[config.mk]
export PLATFORM = sky130hd
export DESIGN_NAME = bitmap_slab_slot_allocator
export DESIGN_NICKNAME = d
export VERILOG_FILES = /design/src/rtl/bssa_pkg.sv /design/src/rtl/bssa_ram.sv /design/src/rtl/bssa_ctrl.sv /design/src/rtl/bitmap_slab_slot_allocator.sv
export VERILOG_INCLUDE_DIRS = /design/src /design/src/rtl
export SDC_FILE = /design/constraint.sdc
export NUM_CORES = 1
export LEC_CHECK = 0
export CAP_MARGIN = 20
export CORE_ASPECT_RATIO = 1.1
export CORE_MARGIN = 2
export CORE_UTILIZATION = 64
export CTS_CLUSTER_DIAMETER = 30
export DETAILED_ROUTE_END_ITERATION = 16
export DONT_BUFFER_PORTS = 1
export PLACE_DENSITY = 0.9
export SYNTH_ARGS = -nofsm -noshare
export SYNTH_HDL_FRONTEND = slang
export SYNTH_SLANG_ARGS = --single-unit
[constraint.sdc]
create_clock -name clock -period 6.5 [get_ports clock]
set_input_delay 0.325 -clock clock [delete_from_list [all_inputs] [get_ports clock]]
set_output_delay 0.325 -clock clock [all_outputs]
set_load 0.01 [all_outputs]
[src/rtl/bitmap_slab_slot_allocator_macros.svh]
// Assertion macros for the slab slot allocator RTL
`ifndef BITMAP_SLAB_SLOT_ALLOCATOR_MACROS_SVH
`define BITMAP_SLAB_SLOT_ALLOCATOR_MACROS_SVH

// Same-cycle implication, disabled while reset is high
`define BSSA_ASSERT(label, clk, rst, ante, cons, msg) \
   label: assert property (@(posedge clk) disable iff (rst) (ante) |-> (cons)) \
      else $error(msg);

// Next-cycle implication, disabled while reset is high
`define BSSA_ASSERT_NEXT(label, clk, rst, ante, cons, msg) \
   label: assert property (@(posedge clk) disable iff (rst) (ante) |=> (cons)) \
      else $error(msg);

`endif

[src/rtl/bssa_pkg.sv]
// Types, constants and helper functions for the slab slot allocator
package bssa_pkg;

   localparam int PAGES    = 16;
   localparam int SLOTS    = 32;
   localparam int PAGE_W   = 4;
   localparam int PAGE_NUM = 1 << PAGE_W;
   localparam int POOL     = (PAGES < PAGE_NUM) ? PAGES : PAGE_NUM;
   localparam int SLOT_W   = 5;
   localparam int OFF_W    = 11;
   localparam int LEN_W    = 5;
   localparam int SIZE_W   = 7;
   localparam int SHIFT_W  = 3;
   localparam int STATUS_W = 2;

   // Status codes
   localparam logic [STATUS_W-1:0] STATUS_OK       = 2'd0;
   localparam logic [STATUS_W-1:0] STATUS_NO_PAGES = 2'd1;
   localparam logic [STATUS_W-1:0] STATUS_INACTIVE = 2'd2;
   localparam logic [STATUS_W-1:0] STATUS_NOT_HELD = 2'd3;

   // Operation codes
   localparam logic OP_ALLOC = 1'b0;
   localparam logic OP_FREE  = 1'b1;

   // The head of the page list is always page zero
   localparam logic [PAGE_W-1:0] HEAD_PAGE = '0;

   typedef struct packed {
      logic              operation;
      logic [PAGE_W-1:0] page;
      logic [OFF_W-1:0]  byte_offset;
   } req_type;

   typedef struct packed {
      logic [STATUS_W-1:0] status;
      logic [PAGE_W-1:0]   out_page;
      logic [SLOT_W-1:0]   out_slot;
      logic [OFF_W-1:0]    out_offset;
      logic                page_taken;
      logic                page_released;
   } rsp_type;

   // Access to the slot mask memory
   typedef struct packed {
      logic              re;
      logic [PAGE_W-1:0] raddr;
      logic              we;
      logic [PAGE_W-1:0] waddr;
      logic [SLOTS-1:0]  wdata;
   } mask_port_type;

   // Access to the page list memory
   typedef struct packed {
      logic              re;
      logic [PAGE_W-1:0] raddr;
      logic              we;
      logic [PAGE_W-1:0] waddr;
      logic [PAGE_W-1:0] wdata;
   } list_port_type;

   typedef enum logic [2:0] {
      ST_IDLE,
      ST_WALK,
      ST_FREE_MASK,
      ST_FREE_LIST,
      ST_DONE
   } state_type;

   // ceil(log2(size)), sizes 0 and 1 give 0, clamped at 6
   function automatic logic [SHIFT_W-1:0] size_shift(input logic [SIZE_W-1:0] size);
      logic [SHIFT_W-1:0] s;
      if (size <= 7'd1) s = 3'd0;
      else if (size <= 7'd2) s = 3'd1;
      else if (size <= 7'd4) s = 3'd2;
      else if (size <= 7'd8) s = 3'd3;
      else if (size <= 7'd16) s = 3'd4;
      else if (size <= 7'd32) s = 3'd5;
      else s = 3'd6;
      return s;
   endfunction

   // Lowest clear bit; the top slot when bits below it are all set
   function automatic logic [SLOT_W-1:0] lowest_zero(input logic [SLOTS-1:0] m);
      logic [SLOT_W-1:0] r;
      r = SLOT_W'(SLOTS - 1);
      for (int i = SLOTS - 2; i >= 0; i--) begin
         if (!m[i]) r = SLOT_W'(i);
      end
      return r;
   endfunction

   function automatic logic [OFF_W-1:0] slot_offset(input logic [SLOT_W-1:0] slot,
                                                     input logic [SHIFT_W-1:0] shift);
      return OFF_W'({{(OFF_W-SLOT_W){1'b0}}, slot} << shift);
   endfunction

endpackage

[src/rtl/bssa_ram.sv]
// Single-port-write, single-port-read RAM with per-entry valid bits and write forwarding
module bssa_ram #(
   parameter int DATA_W = 32,
   parameter int DEPTH  = 16
) (
   input  logic                                 clock,
   input  logic                                 reset,
   input  logic                                 rd_en,
   input  logic [((DEPTH > 1) ? $clog2(DEPTH) : 1)-1:0] rd_addr,
   output logic [DATA_W-1:0]                    rd_data,
   input  logic                                 wr_en,
   input  logic [((DEPTH > 1) ? $clog2(DEPTH) : 1)-1:0] wr_addr,
   input  logic [DATA_W-1:0]                    wr_data
);

   logic [DATA_W-1:0] mem_ff [DEPTH];
   logic [DEPTH-1:0]  valid_ff;
   logic [DATA_W-1:0] rd_q_ff;
   logic              rd_valid_ff;
   logic              fwd;

   // read of the entry being written returns the new data
   assign fwd = wr_en && rd_en && (wr_addr == rd_addr);

   // storage array and registered read
   always_ff @(posedge clock) begin
      if (wr_en) mem_ff[wr_addr] <= wr_data;
      if (rd_en) rd_q_ff <= fwd ? wr_data : mem_ff[rd_addr];
   end

   // valid bits: an entry never written reads as zero
   always_ff @(posedge clock) begin
      if (reset) begin
         valid_ff    <= '0;
         rd_valid_ff <= 1'b0;
      end else begin
         if (wr_en) valid_ff[wr_addr] <= 1'b1;
         if (rd_en) rd_valid_ff <= fwd || valid_ff[rd_addr];
      end
   end

   assign rd_data = rd_valid_ff ? rd_q_ff : '0;

endmodule

[src/rtl/bssa_ctrl.sv]
// Allocator sequencer: list walk, append, free and page release over the two memories
`include "bitmap_slab_slot_allocator_macros.svh"

module bssa_ctrl (
   input  logic                                clock,
   input  logic                                reset,
   input  logic                                req_valid,
   output logic                                req_ready,
   input  bssa_pkg::req_type                   req_data,
   output logic                                rsp_valid,
   input  logic                                rsp_ready,
   output bssa_pkg::rsp_type                   rsp_data,
   input  logic [bssa_pkg::SHIFT_W-1:0]        shift,
   output bssa_pkg::mask_port_type             mask_port,
   input  logic [bssa_pkg::SLOTS-1:0]          mask_rdata,
   output bssa_pkg::list_port_type             list_port,
   input  logic [bssa_pkg::PAGE_W-1:0]         list_rdata
);
   import bssa_pkg::*;

   state_type           state_ff, state_in;
   logic [PAGE_W-1:0]   page_ff, page_in;
   logic [SLOT_W-1:0]   slot_ff, slot_in;
   logic [LEN_W-1:0]    rd_idx_ff, rd_idx_in;
   logic                lpg_vld_ff, lpg_vld_in;
   logic                mchk_vld_ff, mchk_vld_in;
   logic [PAGE_W-1:0]   mpg_ff, mpg_in;
   logic                found_ff, found_in;
   logic [LEN_W-1:0]    len_ff, len_in;
   logic [PAGE_NUM-1:0] active_ff, active_in;
   rsp_type             res_ff, res_in;
   logic                rsp_vld_ff, rsp_vld_in;
   rsp_type             rsp_ff, rsp_in;

   logic                req_fire;
   logic [OFF_W-1:0]    free_slot;
   logic                free_slot_big;
   logic                req_page_ok;
   logic                mask_free;
   logic                walk_end;
   logic                list_done;
   logic                append_ok;
   logic [PAGE_W-1:0]   free_page;
   logic [SLOT_W-1:0]   alloc_slot;
   logic                free_hit;
   logic [SLOTS-1:0]    cleared;
   logic                release_pg;
   logic [LEN_W-1:0]    shift_idx;
   logic                res_load;

   // shared decodes
   assign req_ready     = (state_ff == ST_IDLE);
   assign req_fire      = req_valid && req_ready;
   assign free_slot     = req_data.byte_offset >> shift;
   assign free_slot_big = |free_slot[OFF_W-1:SLOT_W];
   assign req_page_ok   = ({1'b0, req_data.page} < LEN_W'(POOL)) && active_ff[req_data.page];
   assign mask_free     = mchk_vld_ff && (mask_rdata != '1);
   assign walk_end      = !mask_free && !lpg_vld_ff && (rd_idx_ff >= len_ff);
   assign list_done     = !lpg_vld_ff && (rd_idx_ff >= len_ff);
   assign append_ok     = (len_ff < LEN_W'(POOL));
   assign alloc_slot    = lowest_zero(mask_rdata);
   assign free_hit      = mask_rdata[slot_ff];
   assign cleared       = mask_rdata & ~(SLOTS'(1) << slot_ff);
   assign release_pg    = (cleared == '0) && (page_ff != HEAD_PAGE);
   assign shift_idx     = rd_idx_ff - LEN_W'(2);
   assign res_load      = !rsp_vld_ff || rsp_ready;

   // lowest inactive page of the pool
   always_comb begin
      free_page = '0;
      for (int i = POOL - 1; i >= 0; i--) begin
         if (!active_ff[i]) free_page = PAGE_W'(i);
      end
   end

   // next state
   always_comb begin
      state_in = state_ff;
      case (state_ff)
         ST_IDLE: begin
            if (req_fire) begin
               if (req_data.operation == OP_ALLOC) state_in = ST_WALK;
               else if (!req_page_ok || free_slot_big) state_in = ST_DONE;
               else state_in = ST_FREE_MASK;
            end
         end
         ST_WALK: begin
            if (mask_free || walk_end) state_in = ST_DONE;
         end
         ST_FREE_MASK: begin
            if (free_hit && release_pg) state_in = ST_FREE_LIST;
            else state_in = ST_DONE;
         end
         ST_FREE_LIST: begin
            if (list_done) state_in = ST_DONE;
         end
         ST_DONE: begin
            if (res_load) state_in = ST_IDLE;
         end
         default: state_in = ST_IDLE;
      endcase
   end

   // datapath, memory accesses and response
   always_comb begin
      page_in     = page_ff;
      slot_in     = slot_ff;
      rd_idx_in   = rd_idx_ff;
      lpg_vld_in  = lpg_vld_ff;
      mchk_vld_in = mchk_vld_ff;
      mpg_in      = mpg_ff;
      found_in    = found_ff;
      len_in      = len_ff;
      active_in   = active_ff;
      res_in      = res_ff;
      rsp_in      = rsp_ff;
      rsp_vld_in  = rsp_vld_ff && !rsp_ready;
      mask_port   = '0;
      list_port   = '0;

      case (state_ff)
         ST_IDLE: begin
            if (req_fire) begin
               page_in     = req_data.page;
               slot_in     = free_slot[SLOT_W-1:0];
               rd_idx_in   = '0;
               lpg_vld_in  = 1'b0;
               mchk_vld_in = 1'b0;
               found_in    = 1'b0;
               res_in      = '0;
               res_in.out_page = req_data.page;
               if (req_data.operation == OP_FREE) begin
                  if (!req_page_ok) begin
                     res_in.status = STATUS_INACTIVE;
                  end else if (free_slot_big) begin
                     res_in.status = STATUS_NOT_HELD;
                  end else begin
                     mask_port.re    = 1'b1;
                     mask_port.raddr = req_data.page;
                  end
               end
            end
         end

         // list entry and mask read overlap, one entry a cycle
         ST_WALK: begin
            if (mask_free) begin
               mask_port.we    = 1'b1;
               mask_port.waddr = mpg_ff;
               mask_port.wdata = mask_rdata | (SLOTS'(1) << alloc_slot);
               res_in               = '0;
               res_in.status        = STATUS_OK;
               res_in.out_page      = mpg_ff;
               res_in.out_slot      = alloc_slot;
               res_in.out_offset    = slot_offset(alloc_slot, shift);
            end else if (walk_end) begin
               res_in = '0;
               if (append_ok) begin
                  active_in[free_page] = 1'b1;
                  list_port.we    = 1'b1;
                  list_port.waddr = len_ff[PAGE_W-1:0];
                  list_port.wdata = free_page;
                  mask_port.we    = 1'b1;
                  mask_port.waddr = free_page;
                  mask_port.wdata = SLOTS'(1);
                  len_in          = len_ff + LEN_W'(1);
                  res_in.status     = STATUS_OK;
                  res_in.out_page   = free_page;
                  res_in.page_taken = 1'b1;
               end else begin
                  res_in.status = STATUS_NO_PAGES;
               end
            end else begin
               mchk_vld_in = lpg_vld_ff;
               if (lpg_vld_ff) begin
                  mask_port.re    = 1'b1;
                  mask_port.raddr = list_rdata;
                  mpg_in          = list_rdata;
               end
               lpg_vld_in = (rd_idx_ff < len_ff);
               if (rd_idx_ff < len_ff) begin
                  list_port.re    = 1'b1;
                  list_port.raddr = rd_idx_ff[PAGE_W-1:0];
                  rd_idx_in       = rd_idx_ff + LEN_W'(1);
               end
            end
         end

         ST_FREE_MASK: begin
            res_in          = '0;
            res_in.out_page = page_ff;
            if (!free_hit) begin
               res_in.status = STATUS_NOT_HELD;
            end else begin
               mask_port.we    = 1'b1;
               mask_port.waddr = page_ff;
               mask_port.wdata = cleared;
               res_in.status        = STATUS_OK;
               res_in.out_slot      = slot_ff;
               res_in.out_offset    = slot_offset(slot_ff, shift);
               res_in.page_released = release_pg;
               if (release_pg) begin
                  active_in[page_ff] = 1'b0;
                  rd_idx_in  = LEN_W'(1);
                  lpg_vld_in = 1'b0;
                  found_in   = 1'b0;
               end
            end
         end

         // find the released page, then move later entries down by one
         ST_FREE_LIST: begin
            if (lpg_vld_ff) begin
               if (found_ff) begin
                  list_port.we    = 1'b1;
                  list_port.waddr = shift_idx[PAGE_W-1:0];
                  list_port.wdata = list_rdata;
               end else if (list_rdata == page_ff) begin
                  found_in = 1'b1;
               end
            end
            lpg_vld_in = (rd_idx_ff < len_ff);
            if (rd_idx_ff < len_ff) begin
               list_port.re    = 1'b1;
               list_port.raddr = rd_idx_ff[PAGE_W-1:0];
               rd_idx_in       = rd_idx_ff + LEN_W'(1);
            end
            if (list_done && found_ff) len_in = len_ff - LEN_W'(1);
         end

         ST_DONE: begin
            if (res_load) begin
               rsp_in     = res_ff;
               rsp_vld_in = 1'b1;
            end
         end

         default: begin
         end
      endcase
   end

   // control registers
   always_ff @(posedge clock) begin
      if (reset) begin
         state_ff    <= ST_IDLE;
         lpg_vld_ff  <= 1'b0;
         mchk_vld_ff <= 1'b0;
         found_ff    <= 1'b0;
         len_ff      <= LEN_W'(1);
         active_ff   <= PAGE_NUM'(1);
         rsp_vld_ff  <= 1'b0;
      end else begin
         state_ff    <= state_in;
         lpg_vld_ff  <= lpg_vld_in;
         mchk_vld_ff <= mchk_vld_in;
         found_ff    <= found_in;
         len_ff      <= len_in;
         active_ff   <= active_in;
         rsp_vld_ff  <= rsp_vld_in;
      end
   end

   // payload registers
   always_ff @(posedge clock) begin
      page_ff   <= page_in;
      slot_ff   <= slot_in;
      rd_idx_ff <= rd_idx_in;
      mpg_ff    <= mpg_in;
      res_ff    <= res_in;
      rsp_ff    <= rsp_in;
   end

   assign rsp_valid = rsp_vld_ff;
   assign rsp_data  = rsp_ff;

   // the length drops only once the list has closed up behind a released page
   `BSSA_ASSERT(a_len_matches_active, clock, reset, state_ff != ST_FREE_LIST, $countones(active_ff) == int'(len_ff), "list length differs from active page count")
   `BSSA_ASSERT(a_head_active, clock, reset, 1'b1, active_ff[HEAD_PAGE], "head page went inactive")
   `BSSA_ASSERT(a_list_shift_apart, clock, reset, list_port.we && list_port.re, list_port.waddr != list_port.raddr, "list shift writes the entry being read")
   `BSSA_ASSERT(a_rsp_from_done, clock, reset, $rose(rsp_vld_ff), $past(state_ff == ST_DONE), "response loaded outside done state")
   `BSSA_ASSERT_NEXT(a_release_clears, clock, reset, state_ff == ST_FREE_MASK && state_in == ST_FREE_LIST, !active_ff[page_ff], "released page still active")

endmodule

[src/rtl/bitmap_slab_slot_allocator.sv]
// Top level of the bitmap slab slot allocator: size register, memories and sequencer
//
//   channel   | ports                          | direction | moves
//   ----------+--------------------------------+-----------+------------------------------
//   request   | req_valid req_ready req_data   | in        | allocate or free transaction
//   response  | rsp_valid rsp_ready rsp_data   | out       | one result per transaction
//   csr       | csr_we csr_wdata               | in        | object size, no wait
//
// Allocate: the list is walked, one list entry a cycle, and the first page with room
// gets a slot; when none has, the lowest inactive page is appended, up to 16 pages.
// Free: clears the slot; an emptied non-head page is released and the list closed up.
// One transaction at a time; a new request is taken while the previous response waits.
// Reset is synchronous; memory valid bits clear at once, so there is no clearing pass.
// A stalled response holds the block in its done state once a second result is ready.
module bitmap_slab_slot_allocator (
   input  logic                          clock,
   input  logic                          reset,
   input  logic                          req_valid,
   output logic                          req_ready,
   input  bssa_pkg::req_type             req_data,
   output logic                          rsp_valid,
   input  logic                          rsp_ready,
   output bssa_pkg::rsp_type             rsp_data,
   input  logic                          csr_we,
   input  logic [bssa_pkg::SIZE_W-1:0]   csr_wdata
);
   import bssa_pkg::*;

   logic [SHIFT_W-1:0] shift_ff, shift_in;
   mask_port_type      mask_port;
   list_port_type      list_port;
   logic [SLOTS-1:0]   mask_rdata;
   logic [PAGE_W-1:0]  list_rdata;

   // object size kept as its slot shift
   assign shift_in = csr_we ? size_shift(csr_wdata) : shift_ff;

   always_ff @(posedge clock) begin
      if (reset) begin
         shift_ff <= size_shift(SIZE_W'(1));
      end else begin
         shift_ff <= shift_in;
      end
   end

   // held-slot bitmaps, one word per page
   bssa_ram #(
      .DATA_W (SLOTS),
      .DEPTH  (PAGE_NUM)
   ) u_mask_ram (
      .clock   (clock),
      .reset   (reset),
      .rd_en   (mask_port.re),
      .rd_addr (mask_port.raddr),
      .rd_data (mask_rdata),
      .wr_en   (mask_port.we),
      .wr_addr (mask_port.waddr),
      .wr_data (mask_port.wdata)
   );

   // active page list in walk order
   bssa_ram #(
      .DATA_W (PAGE_W),
      .DEPTH  (PAGE_NUM)
   ) u_list_ram (
      .clock   (clock),
      .reset   (reset),
      .rd_en   (list_port.re),
      .rd_addr (list_port.raddr),
      .rd_data (list_rdata),
      .wr_en   (list_port.we),
      .wr_addr (list_port.waddr),
      .wr_data (list_port.wdata)
   );

   bssa_ctrl u_ctrl (
      .clock      (clock),
      .reset      (reset),
      .req_valid  (req_valid),
      .req_ready  (req_ready),
      .req_data   (req_data),
      .rsp_valid  (rsp_valid),
      .rsp_ready  (rsp_ready),
      .rsp_data   (rsp_data),
      .shift      (shift_ff),
      .mask_port  (mask_port),
      .mask_rdata (mask_rdata),
      .list_port  (list_port),
      .list_rdata (list_rdata)
   );

endmodule
==> flow_summary.toml <==
[status]
status = "complete, no violations"

[clock_network]
clockBufferDepth = 3
cts_tree = "built"
clockRootBuffer = "clkbuf_16"
cts_made_buffers = 113
clock_sinks = 743
clk_pin_slew_ns = 0.05
post-cts-setup-buffers = 0
hold_buffers = 13
cts_resized = 0
insertion_delay_ns = 0.69
cts.htree.levels = 3

[detailed_routing]
first_pass_iters = 8
num_vias = 23910
ant_nets = 0
drt-initial-drc-count = 3505
wl_per_cell_um = 28.30
finalWirelength_mm = 94.78
drc = 0
avgViaCountPerCell = 7.140

[global_route]
grt_pass1_wl_mm = 141.4
grt_max_degree = 170
grt_use_total_pct = 35.76
antenna_found_initial = 0
overflow = 0
first_global_vias = 23590

[die]
die_w_um = 219.7
die-area_um2 = 52980
fp.coreArea_um2 = 50360
initial_core_util_pct = 65.01
die_y_um = 241.2
rows = 86
boundaryPins = 54

[layout]
final_cell_mix = "678 x edfxtp_1, 344 x nand2_1, 114 x clkbuf_16"
final_nets = 2629
diodes = 0
design_area_um2 = 37920
fin_cells = 3349
mostFrequentLayoutCell = "edfxtp_1"
syn_to_final_growth_pct = 15.83
drive_gt1_share_pct = 14.54

[min_path]
hold_path_end = "shift_ff[2]"
hold_path.class = "input pin to flop"
min_from = "csr_wdata[4]"
hold_depth = 2

[critical_path]
reg2reg_slack_ns = 1.05
reg2reg_depth = 10
max_stage_delay_ns = 0.95
startpoint_type = "flop"
cp.arrival_ns = 5.72
r2r-end = "u_mask_ram.mem_ff[11][29]"
crit_path_max_fanout = 32
required_ns = 6.76
r2r-start = "u_ctrl.slot_ff[0]"
slowest_stage = "nor2b_1"
end_kind = "flop"
crit_type = "flop to flop"
crit_chain = "nor2b_1 -> a22o_1 -> a22oi_1 -> o31ai_1 -> o221ai_1 -> or2_2 -> o22ai_1 -> nand3_1 -> nor2_4 -> buf_4"

[placed_design]
dp.cells = 3111
hpwl_mm = 52.22
dpl_cell_area_um2 = 33700
io_buffers = 0
gp_congestion = 0.9626

[logic_synthesis]
synth_area_um2 = 32740
yosysTopAreaCell = "edfxtp_1"
synth_area_leaders = "edfxtp_1 62%, dfxtp_1 4.0%, nand2_1 3.9%"
ys_types = 79
syn_nets = 2595
netlist_instances = 2555
ys_async_sr_fraction_pct = 0
synth_edf_count = 678
yosys_warnings = 0
synth_seq_cells = 743
ys_seq_area_share_pct = 66.16
syn_avg_cell_area_um2 = 12.81
ys.flop_type = "edfxtp_1"
yosysTopAreaCellShare_pct = 62.19

[power_and_ir_drop]
vdd_ir_drop_max_v = 0.0004009
p_leak_nw = 13.40
p_per_area_nw_per_um2 = 325.2
power_mw = 12.33

[timing]
tightest_slew_ns = 1.118
max_slew_margin_pct = 25.34
fin_worst_skew_ns = 0.05682
fin_hold_ws_ns = 0.03277
final-setup-viol-count = 0
timing.final.crit_share_pct = 83.89
fmax_mhz = 183.4
period_minus_slack_ns = 5.453
tns_ns = 0
drv_slew = 0
rsz0062_at_grt = "no"
hold_viol_final = 0

[job]
max-cap-violations = 0
[final cells by class]
cell class                      count  area (µm²)
Clock buffer                      128        2935
Clock inverter                     87        1041
Fill cell                        2794       12440
Inverter                           44       165.2
Multi-Input combinational cell   1586       10350
Sequential cell                   743       21660
Tap cell                          660       825.8
Timing Repair Buffer              101       942.2
[state kept, by name, summed over array words and instances (netlist names), 5 cells and up]
name	flops
u_mask_ram.mem_ff	512
u_list_ram.mem_ff	64
u_mask_ram.rd_q_ff	32
u_ctrl.res_ff	24
u_ctrl.rsp_data	24
u_ctrl.active_ff	16
u_list_ram.valid_ff	16
u_mask_ram.valid_ff	16
u_ctrl.len_ff	5
u_ctrl.rd_idx_ff	5
u_ctrl.slot_ff	5
[layer usage]
layer,up-vias,global-route usage (%),share of wire [%]
li1,9934,-,-
met1,11630,46.07,36
met2,1958,56.70,47
met3,387,8.437,12
met4,0,19.38,5.2
met5,-,0,0
[worst max-delay path by stage]
stage,from,end,cells past startpoint
floorplan,u_ctrl.rd_idx_ff[0],u_mask_ram.mem_ff[2][0],14
global placement,u_ctrl.slot_ff[0],u_mask_ram.mem_ff[11][17],10
detailed placement,u_mask_ram.rd_valid_ff,u_mask_ram.mem_ff[12][19],11
CTS,u_mask_ram.rd_valid_ff,u_mask_ram.mem_ff[12][12],11
global route,u_ctrl.slot_ff[0],u_mask_ram.mem_ff[6][30],10
finish,u_ctrl.slot_ff[0],u_mask_ram.mem_ff[11][29],10
[per-stage QoR]
| stage | utilization, % | setup WS (ns) |
|---|---|---|
| final | 75.31 | 1.047 |
| after global routing | 75.31 | 0.8677 |
| after CTS | 75.10 | 1.254 |
| after detailed placement | 66.93 | 1.273 |
| after global placement | 66.85 | 1.367 |
| after floorplan | - | 0.6379 |
[cell usage after synthesis, drive strengths merged (36+ instances only)]
master	instances
a211oi	102
a21oi	97
a221o	36
a31oi	80
and2	106
and3	42
buf	51
clkbuf	131
dfxtp	65
edfxtp	678
inv	40
mux2	49
mux2i	102
nand2	346
nand3	48
nor2	114
nor3	37
o21ai	56
o22ai	39
o32ai	45
[logic make-up (layout without fill, tap and decap cells)]
family	count (synthesis)	after routing	share of synthesized area [%]
AO/OA/AOI/OAI	610	610	13.26
XOR/XNOR	13	13	0.3478
adder cells (fa/ha/maj)	12	12	0.4815
buffers and inverters	226	360	2.763
flip-flops	743	743	66.16
multiplexers	162	162	5.561
AND/OR/NAND/NOR	789	789	11.43
[where the power goes]
group / internal (mW) / switching [mW]
Clock: 3.93 / 2.35
Sequential: 5.29 / 0.117
Combinational: 0.214 / 0.429
Total: 9.44 / 2.90
[critical path: cells and delay by family (launching register included)]
kind | cells | cell delay (ns)
AOI/OAI and AO/OA | 5 | 1.93
and+or+nand+nor | 4 | 1.87
DFF | 1 | 0.63
buffers and inverters | 1 | 0.58
No activity file was read; power rests on OpenSTA's default activity.
